[src/rtl/crc8pr_pkg.sv]
// Shared types, constants and the CRC-8 step function of the packet receiver.
package crc8pr_pkg;

    localparam int MAX_PAYLOAD = 32;
    localparam int PAY_AW      = $clog2(MAX_PAYLOAD);
    localparam int MEM_AW      = PAY_AW + 1;
    localparam int MEM_DEPTH   = 2 * MAX_PAYLOAD;

    localparam int JOBQ_AW    = 1;
    localparam int JOBQ_DEPTH = 1 << JOBQ_AW;
    localparam int OUTQ_AW    = 2;
    localparam int OUTQ_DEPTH = 1 << OUTQ_AW;

    localparam logic [7:0] CRC_POLY = 8'h8C;

    localparam logic [2:0] ST_OK       = 3'd0;
    localparam logic [2:0] ST_CRC      = 3'd1;
    localparam logic [2:0] ST_ADDR     = 3'd2;
    localparam logic [2:0] ST_TIMEOUT  = 3'd3;
    localparam logic [2:0] ST_OVERFLOW = 3'd4;

    localparam logic CMD_BYTE = 1'b0;
    localparam logic CMD_TICK = 1'b1;

    localparam logic [5:0] POS_HUNT = 6'd0;
    localparam logic [5:0] POS_RCV  = 6'd1;
    localparam logic [5:0] POS_SND  = 6'd2;
    localparam logic [5:0] POS_CMD  = 6'd3;
    localparam logic [5:0] POS_LEN  = 6'd4;
    localparam logic [5:0] POS_DATA = 6'd5;

    localparam logic [1:0] CFG_START   = 2'd0;
    localparam logic [1:0] CFG_OWN     = 2'd1;
    localparam logic [1:0] CFG_BCAST   = 2'd2;
    localparam logic [1:0] CFG_TIMEOUT = 2'd3;

    typedef struct packed {
        logic [7:0]  start_marker;
        logic [7:0]  own_address;
        logic [7:0]  broadcast_address;
        logic [15:0] timeout_ticks;
    } t_cfg;

    typedef struct packed {
        logic       is_frame;
        logic [2:0] status;
        logic [7:0] receiver_id;
        logic [7:0] sender_id;
        logic [7:0] command_code;
        logic [5:0] data_length;
        logic       bank;
    } t_job;

    typedef struct packed {
        logic [2:0] status;
        logic [7:0] receiver_id;
        logic [7:0] sender_id;
        logic [7:0] command_code;
        logic [5:0] data_length;
        logic [4:0] data_index;
        logic [7:0] data_value;
        logic       last;
    } t_result;

    typedef struct packed {
        logic              en;
        logic [MEM_AW-1:0] addr;
        logic [7:0]        data;
    } t_mem_wr;

    typedef struct packed {
        logic en;
        logic bank;
    } t_release;

    function automatic logic [7:0] crc8_byte(input logic [7:0] crc_in, input logic [7:0] b);
        logic [7:0] c;
        logic       fb;
        c = crc_in;
        for (int k = 0; k < 8; k++) begin
            fb = c[0] ^ b[k];
            c  = {1'b0, c[7:1]};
            if (fb) begin
                c = c ^ CRC_POLY;
            end
        end
        return c;
    endfunction

endpackage

[src/rtl/crc8_packet_receiver_unit.sv]
// Top level: configuration registers and the parser, job queue and emitter.
//
//  channel  direction  handshake            payload
//  input    in         push / full          i_command, i_rx_byte
//  result   out        empty / pop          o_status .. o_last
//  config   in         i_cfg_we (no wait)   i_cfg_idx, i_cfg_data
//
//  The parser takes one transaction per cycle while full is low; a tick or a byte is
//  handled in that cycle. A good frame of N data bytes yields max(N,1) results, one per
//  cycle from the emitter while its output queue has room; each status result is one
//  transaction. full rises while the job queue is full or the payload bank to be filled
//  next is still being read out by the emitter (two banks of 32 bytes).
//  Synchronous reset clears control state; payload memory needs no clearing pass.
module crc8_packet_receiver_unit import crc8pr_pkg::*; (
    input  logic        i_clk,
    input  logic        i_rst_n,
    input  logic        push,
    output logic        full,
    input  logic        i_command,
    input  logic [7:0]  i_rx_byte,
    output logic        empty,
    input  logic        pop,
    output logic [2:0]  o_status,
    output logic [7:0]  o_receiver_id,
    output logic [7:0]  o_sender_id,
    output logic [7:0]  o_command_code,
    output logic [5:0]  o_data_length,
    output logic [4:0]  o_data_index,
    output logic [7:0]  o_data_value,
    output logic        o_last,
    input  logic        i_cfg_we,
    input  logic [1:0]  i_cfg_idx,
    input  logic [15:0] i_cfg_data
);

    t_cfg     r_cfg;
    logic     jobq_full;
    logic     jobq_empty;
    logic     jobq_pop;
    logic     job_push;
    t_job     job_in;
    t_job     job_head;
    t_mem_wr  mem_wr;
    t_release release_bank;
    t_result  head;

    always_ff @(posedge i_clk) begin
        if (!i_rst_n) begin
            r_cfg.start_marker      <= 8'd255;
            r_cfg.own_address       <= 8'd0;
            r_cfg.broadcast_address <= 8'd254;
            r_cfg.timeout_ticks     <= 16'd1000;
        end else if (i_cfg_we) begin
            case (i_cfg_idx)
                CFG_START:   r_cfg.start_marker      <= i_cfg_data[7:0];
                CFG_OWN:     r_cfg.own_address       <= i_cfg_data[7:0];
                CFG_BCAST:   r_cfg.broadcast_address <= i_cfg_data[7:0];
                CFG_TIMEOUT: r_cfg.timeout_ticks     <= i_cfg_data;
                default: begin
                end
            endcase
        end
    end

    crc8pr_front u_front (
        .i_clk       (i_clk),
        .i_rst_n     (i_rst_n),
        .i_push      (push),
        .i_command   (i_command),
        .i_rx_byte   (i_rx_byte),
        .o_full      (full),
        .i_cfg       (r_cfg),
        .i_jobq_full (jobq_full),
        .o_job_push  (job_push),
        .o_job       (job_in),
        .o_mem_wr    (mem_wr),
        .i_release   (release_bank)
    );

    crc8pr_jobq u_jobq (
        .i_clk   (i_clk),
        .i_rst_n (i_rst_n),
        .i_push  (job_push),
        .i_job   (job_in),
        .o_full  (jobq_full),
        .i_pop   (jobq_pop),
        .o_empty (jobq_empty),
        .o_head  (job_head)
    );

    crc8pr_back u_back (
        .i_clk        (i_clk),
        .i_rst_n      (i_rst_n),
        .i_mem_wr     (mem_wr),
        .i_jobq_empty (jobq_empty),
        .i_job        (job_head),
        .o_jobq_pop   (jobq_pop),
        .o_release    (release_bank),
        .i_pop        (pop),
        .o_empty      (empty),
        .o_head       (head)
    );

    assign o_status       = head.status;
    assign o_receiver_id  = head.receiver_id;
    assign o_sender_id    = head.sender_id;
    assign o_command_code = head.command_code;
    assign o_data_length  = head.data_length;
    assign o_data_index   = head.data_index;
    assign o_data_value   = head.data_value;
    assign o_last         = head.last;

endmodule

[src/rtl/crc8pr_front.sv]
// Frame parser: tracks position, CRC and timeout, fills payload banks, posts jobs.
module crc8pr_front import crc8pr_pkg::*; (
    input  logic     i_clk,
    input  logic     i_rst_n,
    input  logic     i_push,
    input  logic     i_command,
    input  logic [7:0] i_rx_byte,
    output logic     o_full,
    input  t_cfg     i_cfg,
    input  logic     i_jobq_full,
    output logic     o_job_push,
    output t_job     o_job,
    output t_mem_wr  o_mem_wr,
    input  t_release i_release
);

    logic [5:0]  r_pos, n_pos;
    logic [7:0]  r_crc, n_crc;
    logic [15:0] r_elapsed, n_elapsed;
    logic [7:0]  r_rcv, n_rcv;
    logic [7:0]  r_snd, n_snd;
    logic [7:0]  r_cmd, n_cmd;
    logic [5:0]  r_len, n_len;
    logic        r_bank, n_bank;
    logic [1:0]  r_busy, n_busy;

    logic        accept;
    logic [5:0]  pos_off;
    logic [7:0]  crc_next;
    logic [7:0]  crc_start;

    assign o_full    = i_jobq_full | r_busy[r_bank];
    assign accept    = i_push & ~o_full;
    assign pos_off   = r_pos - POS_DATA;
    assign crc_next  = crc8_byte(r_crc, i_rx_byte);
    assign crc_start = crc8_byte(8'h00, i_cfg.start_marker);

    always_comb begin
        n_pos     = r_pos;
        n_crc     = r_crc;
        n_elapsed = r_elapsed;
        n_rcv     = r_rcv;
        n_snd     = r_snd;
        n_cmd     = r_cmd;
        n_len     = r_len;
        n_bank    = r_bank;
        n_busy    = r_busy;

        o_job_push         = 1'b0;
        o_job.is_frame     = 1'b0;
        o_job.status       = ST_OK;
        o_job.receiver_id  = r_rcv;
        o_job.sender_id    = r_snd;
        o_job.command_code = r_cmd;
        o_job.data_length  = r_len;
        o_job.bank         = r_bank;

        o_mem_wr.en   = 1'b0;
        o_mem_wr.addr = {r_bank, pos_off[PAY_AW-1:0]};
        o_mem_wr.data = i_rx_byte;

        if (i_release.en) begin
            n_busy[i_release.bank] = 1'b0;
        end

        if (accept) begin
            if (i_command == CMD_TICK) begin
                if (r_pos != POS_HUNT) begin
                    if (r_elapsed >= i_cfg.timeout_ticks) begin
                        o_job_push   = 1'b1;
                        o_job.status = ST_TIMEOUT;
                        n_pos        = POS_HUNT;
                        n_crc        = 8'h00;
                        n_elapsed    = 16'd0;
                    end else begin
                        n_elapsed = r_elapsed + 16'd1;
                    end
                end
            end else begin
                case (r_pos)
                    POS_HUNT: begin
                        if (i_rx_byte == i_cfg.start_marker) begin
                            n_pos     = POS_RCV;
                            n_crc     = crc_start;
                            n_elapsed = 16'd0;
                        end
                    end
                    POS_RCV, POS_SND: begin
                        // a marker in an address slot restarts the frame
                        if (i_rx_byte == i_cfg.start_marker) begin
                            n_pos     = POS_RCV;
                            n_crc     = crc_start;
                            n_elapsed = 16'd0;
                        end else begin
                            if (r_pos == POS_RCV) begin
                                n_rcv = i_rx_byte;
                            end else begin
                                n_snd = i_rx_byte;
                            end
                            n_crc = crc_next;
                            n_pos = r_pos + 6'd1;
                        end
                    end
                    POS_CMD: begin
                        n_cmd = i_rx_byte;
                        n_crc = crc_next;
                        n_pos = POS_LEN;
                    end
                    POS_LEN: begin
                        if (i_rx_byte > 8'(MAX_PAYLOAD)) begin
                            o_job_push   = 1'b1;
                            o_job.status = ST_OVERFLOW;
                            n_pos        = POS_HUNT;
                            n_crc        = 8'h00;
                            n_elapsed    = 16'd0;
                        end else begin
                            n_len = i_rx_byte[5:0];
                            n_crc = crc_next;
                            n_pos = POS_DATA;
                        end
                    end
                    default: begin
                        if (r_pos < POS_DATA + r_len) begin
                            o_mem_wr.en = 1'b1;
                            n_crc       = crc_next;
                            n_pos       = r_pos + 6'd1;
                        end else begin
                            o_job_push = 1'b1;
                            n_pos      = POS_HUNT;
                            n_crc      = 8'h00;
                            n_elapsed  = 16'd0;
                            if (i_rx_byte != r_crc) begin
                                o_job.status = ST_CRC;
                            end else if (r_rcv != i_cfg.own_address &&
                                         r_rcv != i_cfg.broadcast_address) begin
                                o_job.status = ST_ADDR;
                            end else begin
                                // hand the bank to the back end, fill the other one next
                                o_job.is_frame = 1'b1;
                                n_busy[r_bank] = 1'b1;
                                n_bank         = ~r_bank;
                            end
                        end
                    end
                endcase
            end
        end
    end

    always_ff @(posedge i_clk) begin
        if (!i_rst_n) begin
            r_pos     <= POS_HUNT;
            r_crc     <= 8'h00;
            r_elapsed <= 16'd0;
            r_bank    <= 1'b0;
            r_busy    <= 2'b00;
        end else begin
            r_pos     <= n_pos;
            r_crc     <= n_crc;
            r_elapsed <= n_elapsed;
            r_bank    <= n_bank;
            r_busy    <= n_busy;
        end
    end

    always_ff @(posedge i_clk) begin
        r_rcv <= n_rcv;
        r_snd <= n_snd;
        r_cmd <= n_cmd;
        r_len <= n_len;
    end

endmodule

[src/rtl/crc8pr_jobq.sv]
// Short job queue between the parser and the result emitter.
module crc8pr_jobq import crc8pr_pkg::*; (
    input  logic i_clk,
    input  logic i_rst_n,
    input  logic i_push,
    input  t_job i_job,
    output logic o_full,
    input  logic i_pop,
    output logic o_empty,
    output t_job o_head
);

    t_job               r_q [JOBQ_DEPTH];
    logic [JOBQ_AW-1:0] r_wr, r_rd;
    logic [JOBQ_AW:0]   r_cnt, n_cnt;
    logic               do_push, do_pop;

    assign o_full  = (r_cnt == (JOBQ_AW+1)'(JOBQ_DEPTH));
    assign o_empty = (r_cnt == '0);
    assign o_head  = r_q[r_rd];
    assign do_push = i_push & ~o_full;
    assign do_pop  = i_pop & ~o_empty;

    always_comb begin
        n_cnt = r_cnt;
        if (do_push && !do_pop) begin
            n_cnt = r_cnt + 1'b1;
        end else if (do_pop && !do_push) begin
            n_cnt = r_cnt - 1'b1;
        end
    end

    always_ff @(posedge i_clk) begin
        if (!i_rst_n) begin
            r_wr  <= '0;
            r_rd  <= '0;
            r_cnt <= '0;
        end else begin
            r_cnt <= n_cnt;
            if (do_push) begin
                r_wr <= r_wr + 1'b1;
            end
            if (do_pop) begin
                r_rd <= r_rd + 1'b1;
            end
        end
    end

    always_ff @(posedge i_clk) begin
        if (do_push) begin
            r_q[r_wr] <= i_job;
        end
    end

endmodule

[src/rtl/crc8pr_back.sv]
// Result emitter: payload memory, per-byte result generation and output queue.
module crc8pr_back import crc8pr_pkg::*; (
    input  logic     i_clk,
    input  logic     i_rst_n,
    input  t_mem_wr  i_mem_wr,
    input  logic     i_jobq_empty,
    input  t_job     i_job,
    output logic     o_jobq_pop,
    output t_release o_release,
    input  logic     i_pop,
    output logic     o_empty,
    output t_result  o_head
);

    logic [7:0]         r_mem [MEM_DEPTH];
    logic [7:0]         r_rd_data;

    logic               r_act;
    t_job               r_job;
    logic [PAY_AW-1:0]  r_idx;
    logic               r_pend_v;
    logic               r_pend_zero;
    t_result            r_pend_res;

    t_result            r_oq [OUTQ_DEPTH];
    logic [OUTQ_AW-1:0] r_wr, r_rd;
    logic [OUTQ_AW:0]   r_cnt, n_cnt;

    logic [PAY_AW-1:0]  last_idx;
    logic               is_last;
    logic               can_issue;
    logic               issue;
    logic               take;
    logic               do_pop;
    logic [5:0]         len_m1;
    t_result            issue_res;
    t_result            push_res;

    assign len_m1    = r_job.data_length - 6'd1;
    assign last_idx  = (r_job.data_length == 6'd0) ? '0 : len_m1[PAY_AW-1:0];
    assign is_last   = ~r_job.is_frame | (r_idx == last_idx);
    // reserve a slot for the result whose payload read is in flight
    assign can_issue = ({1'b0, r_cnt} + {{(OUTQ_AW+1){1'b0}}, r_pend_v})
                       < (OUTQ_AW+2)'(OUTQ_DEPTH);
    assign issue     = r_act & can_issue;
    assign take      = ~i_jobq_empty & (~r_act | (issue & is_last));
    assign o_jobq_pop = take;

    assign o_release.en   = issue & is_last & r_job.is_frame;
    assign o_release.bank = r_job.bank;

    always_comb begin
        issue_res.status     = r_job.status;
        issue_res.last       = is_last;
        issue_res.data_value = 8'h00;
        if (r_job.is_frame) begin
            issue_res.receiver_id  = r_job.receiver_id;
            issue_res.sender_id    = r_job.sender_id;
            issue_res.command_code = r_job.command_code;
            issue_res.data_length  = r_job.data_length;
            issue_res.data_index   = 5'(r_idx);
        end else begin
            issue_res.receiver_id  = 8'h00;
            issue_res.sender_id    = 8'h00;
            issue_res.command_code = 8'h00;
            issue_res.data_length  = 6'd0;
            issue_res.data_index   = 5'd0;
        end
    end

    always_comb begin
        push_res            = r_pend_res;
        push_res.data_value = r_pend_zero ? 8'h00 : r_rd_data;
    end

    always_ff @(posedge i_clk) begin
        if (i_mem_wr.en) begin
            r_mem[i_mem_wr.addr] <= i_mem_wr.data;
        end
        if (issue) begin
            r_rd_data <= r_mem[{r_job.bank, r_idx}];
        end
    end

    always_ff @(posedge i_clk) begin
        if (!i_rst_n) begin
            r_act    <= 1'b0;
            r_pend_v <= 1'b0;
        end else begin
            r_pend_v <= issue;
            if (take) begin
                r_act <= 1'b1;
            end else if (issue && is_last) begin
                r_act <= 1'b0;
            end
        end
    end

    always_ff @(posedge i_clk) begin
        if (take) begin
            r_job <= i_job;
            r_idx <= '0;
        end else if (issue) begin
            r_idx <= r_idx + 1'b1;
        end
        if (issue) begin
            r_pend_res  <= issue_res;
            r_pend_zero <= ~r_job.is_frame | (r_job.data_length == 6'd0);
        end
    end

    assign o_empty = (r_cnt == '0);
    assign o_head  = r_oq[r_rd];
    assign do_pop  = i_pop & ~o_empty;

    always_comb begin
        n_cnt = r_cnt;
        if (r_pend_v && !do_pop) begin
            n_cnt = r_cnt + 1'b1;
        end else if (do_pop && !r_pend_v) begin
            n_cnt = r_cnt - 1'b1;
        end
    end

    always_ff @(posedge i_clk) begin
        if (!i_rst_n) begin
            r_wr  <= '0;
            r_rd  <= '0;
            r_cnt <= '0;
        end else begin
            r_cnt <= n_cnt;
            if (r_pend_v) begin
                r_wr <= r_wr + 1'b1;
            end
            if (do_pop) begin
                r_rd <= r_rd + 1'b1;
            end
        end
    end

    always_ff @(posedge i_clk) begin
        if (r_pend_v) begin
            r_oq[r_wr] <= push_res;
        end
    end

endmodule
[config.mk]
export PLATFORM = sky130hd
export DESIGN_NAME = crc8_packet_receiver_unit
export DESIGN_NICKNAME = d
export VERILOG_FILES = /design/src/rtl/crc8pr_pkg.sv /design/src/rtl/crc8_packet_receiver_unit.sv /design/src/rtl/crc8pr_front.sv /design/src/rtl/crc8pr_jobq.sv /design/src/rtl/crc8pr_back.sv
export SDC_FILE = /design/constraint.sdc
export NUM_CORES = 1
export LEC_CHECK = 0
export ABC_CLOCK_PERIOD_IN_PS = 9800
export BUFFER_PORTS_ARGS = -buffer_cell sky130_fd_sc_hd__buf_2
export CORE_MARGIN = 1.5
export CORE_UTILIZATION = 41
export CTS_CLUSTER_SIZE = 20
export DETAILED_ROUTE_END_ITERATION = 16
export GPL_TIMING_DRIVEN = 0
export SYNTH_ARGS = -nofsm -noshare
export SYNTH_HDL_FRONTEND = slang
export SYNTH_SLANG_ARGS = --single-unit
[constraint.sdc]
create_clock -name i_clk -period 9.8 [get_ports i_clk]
set_clock_uncertainty 0.2 [all_clocks]
set_input_delay 1.96 -clock i_clk [delete_from_list [all_inputs] [get_ports i_clk]]
set_output_delay 1.96 -clock i_clk [all_outputs]
set_load 0.005 [all_outputs]
==> results of run 1 <==
## synthesized netlist by cell type (all sizes together) (12+ instances only)
cell / count
edfxtp: 883
mux4: 215
nor2: 138
dfxtp: 93
nand2: 88
xor2: 54
clkbuf: 49
xnor2: 43
and2: 41
inv: 40
ha: 36
nand3: 36
buf: 35
mux2: 35
a21oi: 34
o21ai: 23
nor4: 17
nor3: 15
mux2i: 13
nor2b: 13
nand4: 12
## area by class of cell
cell class	instances	area [um^2]	area share (%)
sequential	976	28400	65.1
inverter	40	150	0.344
buffer	84	352	0.806
tap	1243	1560	3.57
clock inverter	49	548	1.26
clock buffer	136	2690	6.16
multi-input combinational	902	9370	21.5
timing repair buffer	86	576	1.32
## through the flow
step                      utilization, %  area (um^2)  setup slack, ns  hold WS (ns)
final                               47.4        43600             4.42         0.221
after detailed placement            43.9        40400             4.28         0.210
after CTS                           47.4        43600             4.19         0.224
after global routing                47.4        43600             4.08         0.227
after global placement              43.6        40200             2.62         0.221
after floorplan                        -        38200             4.66         0.200
## sequential cells by signal (all words and copies together) (netlist names), 2 cells and up, named ones only
signal and count:
u_front.r_pos 6, u_front.r_busy 2, u_back.r_wr 2, u_back.r_oq 188
u_back.r_mem 512, u_front.r_len 6, u_front.r_elapsed 16, u_front.r_cmd 8
u_back.push_res 39, u_jobq.r_q 70, u_back.r_job 31, u_front.r_rcv 8
u_front.r_snd 8, u_back.r_rd_data 8, u_front.r_crc 8, u_back.issue_res 3
u_back.r_idx 5, u_back.r_cnt 3, u_jobq.r_cnt 2, r_cfg 40
u_back.r_rd 2
## cell families after synthesis
family,Yosys count
compound gates,109
xor+xnor,97
fa+ha+maj,37
buf+inv,124
flops,976
mux,263
simple gates,396
## worst paths after layout
path / endpoint / slack (ns) / cells past startpoint
min: u_back.push_res[44] / 0.22 / 0
max: o_receiver_id[7] / 4.42 / 4
max reg2reg: u_back.r_mem[16][2] / 4.87 / 11
min reg2reg: u_back.push_res[44] / 0.22 / 0
## layer usage
layer | routed length (um) | track usage, % | up-vias
met5 | 0 | 0 | -
met4 | 1800 | 4.83 | 0
met3 | 3750 | 2.77 | 116
met2 | 41100 | 29.2 | 491
met1 | 34800 | 22.9 | 9796
li1 | - | - | 8317
## report_power, final
group          internal, mW  total (mW)  switching (mW)
registers              4.89        5.01           0.120
clock network          2.17        3.73            1.56
logic                 0.900        1.98            1.08
total                  7.96        10.7            2.76
==> run metrics, run 1 <==
status=finished, final reports clean; CTS sink count=976; Tcrit/Tclk final=54.9%; syn_nets=2,071; top_reg_cell synth=edfxtp_1; setup_tns=0 ns; Max Clk Rate=0.186 GHz; commonest non-fill, non-tap cell in the layout=edfxtp_1; critical path class=register to output pin; Crit. End Element=output pin; sequential-to-total area share from yosys stat=74.2%; worst r2r src=u_front.r_len[0]; slew margin rel.=33.5%; Longest Clk Path Bufs=3; final WL=81,400 um; Pre-antenna DRT Iters=5; worst path bufs/invs=3; combinational family with the most area after synthesis=multiplexers; initial antenna violation count=0; Top-Level Pins=81; syn avg cell area=19.1 um^2; Worst Tran Pin Value=0.998 ns; n_diodes=0; Post-Syn Area=38,200 um^2; # DRC=0; post-route ant nets=0; Resize count post-CTS=0; largest net degree at the start of global routing=72; final non-filler cell total=3,516; Root Driver=clkbuf_16; slowest stage delay, CP=0.74 ns; worst path arrival time=3.22 ns; unrepaired setup endpoints after global routing=false; CTS tree=yes; crit path max fanout=10; Worst Hold Launch=u_back.issue_res[44]; # rows=111; #FFs+latches synth=976; Area Overhead vs Synth=14.1%; CTS clk-pin slew, worst paths=0.06 ns; Simple-Gate Fraction of Synth Area=5.05%; detailed placement HPWL=52,400 um; Avg Vias per Cell=5.32; Synth area leader=edfxtp_1; XOR/XNOR Fraction of Synth Area=2.22%; net count reported at finish=2,258; post-synthesis mux area share=14.0%; Pwr Total=10.7 mW; Die Ht=308 um; mean routed wirelength per cell=23.2 um; FILL cells=7,607; Chip Width=308 um; DR iter-0 viols=1,603; VDD IR max=0.145 mV; starting density of the core=41.5%; Power Dens Cells=246 nW/um^2; core area=92,100 um^2; Distinct cells, synth=68; Num CTS Buffers=99; WP data required=7.64 ns; Clk Latency, worst-skew pair=0.66 ns; gpl congestion=0.798; vias=18,700; GRT Total Usage=17.2%; Setup Fix Bufs, Post-CTS=0; GRT overflow=0; Post-synth EDFFs=883; first-pass GRT wire length=122,000 um; Tmin final=5.38 ns; # Max-Cap Violations=0; Worst Hold Class=register to register; Mapped Cells=2,002; dpl cells=3,331; Synth Area in Compound Gates=1.91%; Leakage=13.8 nW; main area contributors after synthesis=edfxtp_1 (69%), mux4_2 (13%), dfxtp_1 (4.9%), nor2_1 (1.3%), xor2_1 (1.2%); max-slew violations=0; Top Family by Delay on Critical Path=buffers and inverters; final count of negative-setup-slack endpoints=0; Hold Buf Count CTS=0; CTS H-tree lvls=3; critical-path cell list=clkbuf_1 -> buf_1 -> mux4_2 -> buf_2; post-synthesis adder-cell area fraction=1.23%; Post-synth ARST share=0%; most frequent cells in the layout=edfxtp_1 (883), mux4_2 (215), nor2_1 (133); layout cells sized above 1=23.2%; Ys Warns=0; CP max-delay cell=clkbuf_1; post-synth top area share=69.4%; Die ar.=95,100 um^2; final hold vios=0; port bufs=77; startpoint types=register; vias in the first global route=19,400
Power figures use the tool's default switching activity.
==> inputs of run 2 (changes only) <==
--- a/config.mk
+++ b/config.mk
@@ -5,7 +5,8 @@
 export SDC_FILE = /design/constraint.sdc
 export NUM_CORES = 1
 export LEC_CHECK = 0
-export ABC_CLOCK_PERIOD_IN_PS = 9800
+export ABC_AREA = 1
+export ABC_CLOCK_PERIOD_IN_PS = 5100
 export BUFFER_PORTS_ARGS = -buffer_cell sky130_fd_sc_hd__buf_2
 export CORE_MARGIN = 1.5
 export CORE_UTILIZATION = 41
==> constraint.sdc (replaced) <==
create_clock -name i_clk -period 5.1 [get_ports i_clk]
set_clock_uncertainty 0.2 [all_clocks]
set_input_delay 1.02 -clock i_clk [delete_from_list [all_inputs] [get_ports i_clk]]
set_output_delay 1.02 -clock i_clk [all_outputs]
set_load 0.005 [all_outputs]
==> run metrics, run 2 <==
Area Overhead vs Synth=13.9% (was 14.1%); final WL=111,000 um (was 81,400 um); cell with the most instances after synthesis=edfxtp_1 (unchanged); hold path cells=0 (unchanged); worst path arrival time=3.26 ns (was 3.22 ns); starting density of the core=41.4% (was 41.5%); Leakage=15.4 nW (was 13.8 nW); Worst Hold Launch=u_back.issue_res[45] (was u_back.issue_res[44]); VDD IR max=0.294 mV (was 0.145 mV); WP data required=3.88 ns (was 7.64 ns); n_diodes=0 (unchanged); Ys Warns=0 (unchanged); initial antenna violation count=1 (was 0); Largest regs=u_back.r_mem: 512 flops, u_back.r_oq: 188 flops, u_jobq.r_q: 70 flops (unchanged); #FFs+latches synth=976 (unchanged); Pre-antenna DRT Iters=6 (was 5); CTS clk-pin slew, worst paths=0.06 ns (about the same); FF-to-FF path depth=12 (was 11); Root Driver=clkbuf_16 (unchanged); Setup Fix Bufs, Post-CTS=0 (unchanged); Post-synth ARST share=0% (unchanged); slew margin rel.=12.9% (was 33.5%); hold slack=0.231 ns (was 0.221 ns); detailed placement HPWL=71,300 um (was 52,400 um); Tcrit/Tclk final=87.9%; vias=26,100 (was 18,700); vias in the first global route=24,500 (was 19,400); final non-filler cell total=4,734 (was 3,516); Num CTS Buffers=102 (was 99); dpl cells=4,545 (was 3,331); syn avg cell area=12.3 um^2 (was 19.1 um^2); Max Clk Rate=0.223 GHz; Clk Latency, worst-skew pair=0.69 ns (was 0.66 ns); # DRC=0 (unchanged); port bufs=79 (was 77); Distinct cells, synth=44 (was 68); core area=95,000 um^2 (was 92,100 um^2); Placement Cell Area=41,600 um^2 (was 40,400 um^2); crit path max fanout=10 (unchanged); post-route ant nets=0 (unchanged); hold endpoint=u_back.push_res[45] (was u_back.push_res[44]); reg2reg setup slack=0.66 ns (was 4.87 ns); Synth area leader=edfxtp_1 (unchanged); RR Endpoint=u_back.r_mem[61][4] (was u_back.r_mem[16][2]); design area=44,800 um^2 (was 43,600 um^2); Die Ht=313 um (was 308 um); # rows=113 (was 111); final count of negative-setup-slack endpoints=0 (unchanged); Crit. End Element=output pin (unchanged); CTS H-tree lvls=3 (unchanged); unrepaired setup endpoints after global routing=false (unchanged); Die ar.=97,900 um^2 (was 95,100 um^2); GRT overflow=0 (unchanged); CTS tree=yes (unchanged); Post-synth EDFFs=883 (unchanged); startpoint types=register (unchanged); mean routed wirelength per cell=23.4 um (was 23.2 um); most frequent cells in the layout=edfxtp_1 (883), nor2_1 (525), o21ai_0 (395) (was edfxtp_1 (883), mux4_2 (215), nor2_1 (133)); final hold vios=0 (unchanged); # Max-Cap Violations=0 (unchanged); sequential-to-total area share from yosys stat=72.1% (was 74.2%); post-synth top area share=67.4% (was 69.4%); Mapped Cells=3,190 (was 2,002); critical path class=register to output pin (unchanged); status=finished, final reports clean (unchanged); FILL cells=8,484 (was 7,607); commonest cells in the netlist=edfxtp_1 (883), nor2_1 (526), o21ai_0 (395) (was edfxtp_1 (883), mux4_2 (215), nor2_1 (133)); worst r2r src=u_front.r_len[0] (unchanged); Tmin final=4.48 ns; gpl congestion=0.965 (was 0.798); Avg Vias per Cell=5.51 (was 5.32); CTS sink count=976 (unchanged); Resize count post-CTS=0 (unchanged); syn_nets=3,259 (was 2,071); setup_tns=0 ns (unchanged); Final Util=47.2% (was 47.4%); layout cells sized above 1=9.92% (was 23.2%); Hold Buf Count CTS=0 (unchanged); Chip Width=313 um (was 308 um); Longest Clk Path Bufs=3 (unchanged); DR iter-0 viols=2,895 (was 1,603); Post-Syn Area=39,400 um^2 (was 38,200 um^2); max-slew violations=0 (unchanged); Worst Hold Class=register to register (unchanged); Worst Tran Pin Value=1.31 ns (was 0.998 ns); max FFs per register=512 (unchanged); Top-Level Pins=81 (unchanged); Power Dens Cells=491 nW/um^2 (was 246 nW/um^2); largest reg by FF count=u_back.r_mem (unchanged); main area contributors after synthesis=edfxtp_1 (67%), o21ai_0 (5.0%), nor2_1 (5.0%), dfxtp_1 (4.7%), nand2_1 (3.1%) (was edfxtp_1 (69%), mux4_2 (13%), dfxtp_1 (4.9%), nor2_1 (1.3%), xor2_1 (1.2%)); top_reg_cell synth=edfxtp_1 (unchanged); largest net degree at the start of global routing=74 (was 72); net count reported at finish=3,453 (was 2,258); first-pass GRT wire length=162,000 um (was 122,000 um); GRT Total Usage=22.3% (was 17.2%); commonest non-fill, non-tap cell in the layout=edfxtp_1 (unchanged)
==> run 2: stage by stage <==
stage	power [mW]	setup slack, ns
floorplan	12.5	1.11
global placement	14.8	-1.20
detailed placement	14.9	0.735
CTS	22.0	0.453
global route	22.7	0.460
finish	22.0	0.615
==> run 2: power by group <==
part / internal (mW) / switching [mW] / total, mW
logic: 1.30 / 3.76 / 5.06
clock network: 4.05 / 3.12 / 7.16
registers: 9.49 / 0.268 / 9.75
==> run 2: cell families after synthesis <==
group | share of synthesized area, %
flip-flops | 72.1
AO/OA/AOI/OAI | 9.83
adder cells (fa/ha/maj) | 1.20
buffers and inverters | 3.29
multiplexers | 1.00
XOR/XNOR | 1.54
AND/OR/NAND/NOR | 11.0
==> run 2: how the worst max path moves through the flow <==
stage	from	slack, ns	to
after floorplan	u_front.r_len[0]	1.11	u_jobq.r_q[0][0]
after global placement	i_rx_byte[0]	-1.20	u_jobq.r_q[0][7]
after detailed placement	u_front.r_len[0]	0.74	u_back.r_mem[61][3]
after CTS	register	0.45	o_last
after global routing	register	0.46	o_last
final	register	0.62	o_last
==> run 2: area by class of cell <==
type                       instances  area [um^2]  share of cell area, %
sequential                       976        28400                   63.3
timing repair buffer              90          653                   1.46
multi-input combinational       1881         9700                   21.6
clock buffer                     139         2790                   6.23
buffer                           165          663                   1.48
clock inverter                    50          409                  0.913
inverter                         168          631                   1.41
tap                             1265         1580                   3.53
==> run 2: critical path, stage by stage (launching register included) <==
cell and delay (ns):
dfxtp_1 0.37, clkbuf_1 0.34, inv_1 0.21, clkbuf_1 0.51
clkbuf_1 0.50, nor2_1 0.08, o22ai_1 0.37, buf_2 0.19
==> run 2: metal layers <==
layer  GRT usage, %  vias up  share of wire, %
met5              0        -                 0
met4           8.31        0               3.6
met3           4.89      232               9.1
met2           35.2     1246                46
met1           30.4    12700                41
li1               -    11900                 -
==> inputs of run 3 (changes only) <==
--- a/config.mk
+++ b/config.mk
@@ -8,11 +8,14 @@
 export ABC_AREA = 1
 export ABC_CLOCK_PERIOD_IN_PS = 5100
 export BUFFER_PORTS_ARGS = -buffer_cell sky130_fd_sc_hd__buf_2
+export CELL_PAD_IN_SITES_DETAIL_PLACEMENT = 0
+export CELL_PAD_IN_SITES_GLOBAL_PLACEMENT = 1
 export CORE_MARGIN = 1.5
 export CORE_UTILIZATION = 41
 export CTS_CLUSTER_SIZE = 20
 export DETAILED_ROUTE_END_ITERATION = 16
 export GPL_TIMING_DRIVEN = 0
+export PLACE_DENSITY_LB_ADDON = 0.1
 export SYNTH_ARGS = -nofsm -noshare
 export SYNTH_HDL_FRONTEND = slang
 export SYNTH_SLANG_ARGS = --single-unit
==> run metrics, run 3 (same netlist as run 2, synthesis figures left out) <==
DR iter-0 viols=2,634 (was 2,895); vias=26,200 (was 26,100); CTS sink count=976 (unchanged); Tcrit/Tclk final=91.5% (was 87.9%); reg2reg setup slack=0.44 ns (was 0.66 ns); final count of negative-setup-slack endpoints=0 (unchanged); post-route ant nets=0 (unchanged); critical path class=register to register (was register to output pin); VDD IR max=0.290 mV (was 0.294 mV); Avg Vias per Cell=5.54 (was 5.51); gpl congestion=0.889 (was 0.965); core area=95,000 um^2 (unchanged); starting density of the core=41.4% (unchanged); Die ar.=97,900 um^2 (unchanged); largest reg by FF count=u_back.r_mem (unchanged); Multi-input gate area=9700 um^2 (unchanged); Resize count post-CTS=0 (unchanged); Largest regs=u_back.r_mem: 512 flops, u_back.r_oq: 188 flops, u_jobq.r_q: 70 flops (unchanged); final hold vios=0 (unchanged); Hold Buf Count CTS=0 (unchanged); Max Clk Rate=0.214 GHz (was 0.223 GHz); first-pass GRT wire length=172,000 um (was 162,000 um); Setup Fix Bufs, Post-CTS=0 (unchanged); crit path max fanout=8 (was 10); met2 Usage GRT=37.5% (was 35.2%); Num CTS Buffers=103 (was 102); Power Dens Cells=495 nW/um^2 (was 491 nW/um^2); port bufs=79 (unchanged); detailed placement HPWL=78,700 um (was 71,300 um); Worst Setup SP=u_front.r_len[0]; critical-path cell list=a21o_1 -> nand3_1 -> xnor2_1 -> inv_1 -> ha_1 -> a21oi_1 -> nand2_1 -> a21oi_2 -> nand4_1 -> nor2_1 (was clkbuf_1 -> inv_1 -> clkbuf_1 -> clkbuf_1 -> nor2_1 -> o22ai_1 -> buf_2); # Max-Cap Violations=0 (unchanged); Chip Width=313 um (unchanged); status=finished, final reports clean (unchanged); Clk Latency, worst-skew pair=0.69 ns (about the same); WP data required=5.21 ns (was 3.88 ns); CP max-delay cell=nor2_1 (was clkbuf_1); Final Util=47.3% (was 47.2%); commonest non-fill, non-tap cell in the layout=edfxtp_1 (unchanged); GRT Max-Usage Layer=met2 (unchanged); GR Layer Usage met3=4.82% (was 4.89%); Crit. End Element=register (was output pin); GRT overflow=0 (unchanged); # rows=113 (unchanged); Worst Hold Class=register to register (unchanged); GRT Total Usage=24.0% (was 22.3%); Area Overhead vs Synth=14.2% (was 13.9%); vias in the first global route=25,500 (was 24,500); slowest stage delay, CP=1.19 ns (was 0.51 ns); final non-filler cell total=4,736 (was 4,734); startpoint types=register (unchanged); unrepaired setup endpoints after global routing=false (unchanged); Longest Clk Path Bufs=3 (unchanged); slew margin rel.=20.9% (was 12.9%); final WL=119,000 um (was 111,000 um); # DRC=0 (unchanged); net count reported at finish=3,456 (was 3,453); dpl cells=4,547 (was 4,545); CTS clk-pin slew, worst paths=0.06 ns (about the same); Pre-antenna DRT Iters=7 (was 6); max-slew violations=0 (unchanged); Critical Path End=u_back.r_mem[44][6] (was o_last); most frequent cells in the layout=edfxtp_1 (883), nor2_1 (525), o21ai_0 (395) (unchanged); Top-Level Pins=81 (unchanged); worst r2r src=u_front.r_len[0] (unchanged); RR Endpoint=u_back.r_mem[44][6] (was u_back.r_mem[61][4]); mean routed wirelength per cell=25.1 um (was 23.4 um); initial antenna violation count=3 (was 1); Root Driver=clkbuf_16 (unchanged); FILL cells=8,552 (was 8,484); Worst Tran Pin Value=1.18 ns (was 1.31 ns); FF-to-FF path depth=10 (was 12); hold slack=0.225 ns (was 0.231 ns); largest net degree at the start of global routing=73 (was 74); CTS H-tree lvls=3 (unchanged); Tmin final=4.66 ns (was 4.48 ns); FF/Latch Area=28,400 um^2 (unchanged); CTS tree=yes (unchanged); met1 usage=33.9% (was 30.4%); Leakage=15.5 nW (was 15.4 nW); Die Ht=313 um (unchanged); worst path arrival time=4.78 ns (was 3.26 ns); max FFs per register=512 (unchanged); layout cells sized above 1=10.2% (was 9.92%)
-- run 3: metal layers --
layer	vias up	routed length, um
met5	-	16
met4	2	3310
met3	214	9570
met2	1067	54200
met1	13000	52000
li1	11900	-
-- run 3: worst min-delay path by stage --
stage	startpoint	to	slack, ns	cells past startpoint
3_5_place_dp	u_back.issue_res[45]	u_back.push_res[45]	0.22	0
4_1_cts	u_back.issue_res[45]	u_back.push_res[45]	0.22	0
6_report	u_back.issue_res[45]	u_back.push_res[45]	0.22	0
5_1_grt	u_back.issue_res[45]	u_back.push_res[45]	0.23	0
3_3_place_gp	u_back.issue_res[44]	u_back.push_res[44]	0.21	0
2_1_floorplan	u_back.issue_res[44]	u_back.push_res[44]	0.20	0
-- run 3: power breakdown --
group / internal, mW / switching [mW]
combinational: 1.31 / 3.86
sequential: 9.49 / 0.279
clock: 4.17 / 3.13
total: 15.0 / 7.28
-- run 3: worst max-delay path: cells and delay by family (launching register included) --
family,cells,cell delay (ns)
and+or+nand+nor,4,2.34
AOI/OAI and AO/OA,3,0.75
DFF,1,0.47
adders and majority gates,1,0.32
xor gates and xnor gates,1,0.13
buffers and inverters,1,0.06
-- run 3: through the flow --
step | TNS, ns | area (um^2) | setup WS [ns] | total power [mW]
3_3_place_gp | -40.03 | 41300 | -1.15 | 14.9
6_report | 0 | 44900 | 0.436 | 22.2
4_1_cts | 0 | 44900 | 0.472 | 22.3
5_1_grt | 0 | 44900 | 0.370 | 23.1
3_5_place_dp | 0 | 41700 | 0.617 | 15.1
2_1_floorplan | 0 | 39400 | 1.11 | 12.5
-- run 3: area by class of cell --
cell class	count	share of cell area, %
antenna	2	0.0111
inverter	168	1.40
multi-input combinational	1881	21.6
tap	1265	3.52
clock inverter	59	1.20
timing repair buffer	92	1.58
clock buffer	128	6.10
buffer	165	1.48
sequential	976	63.1
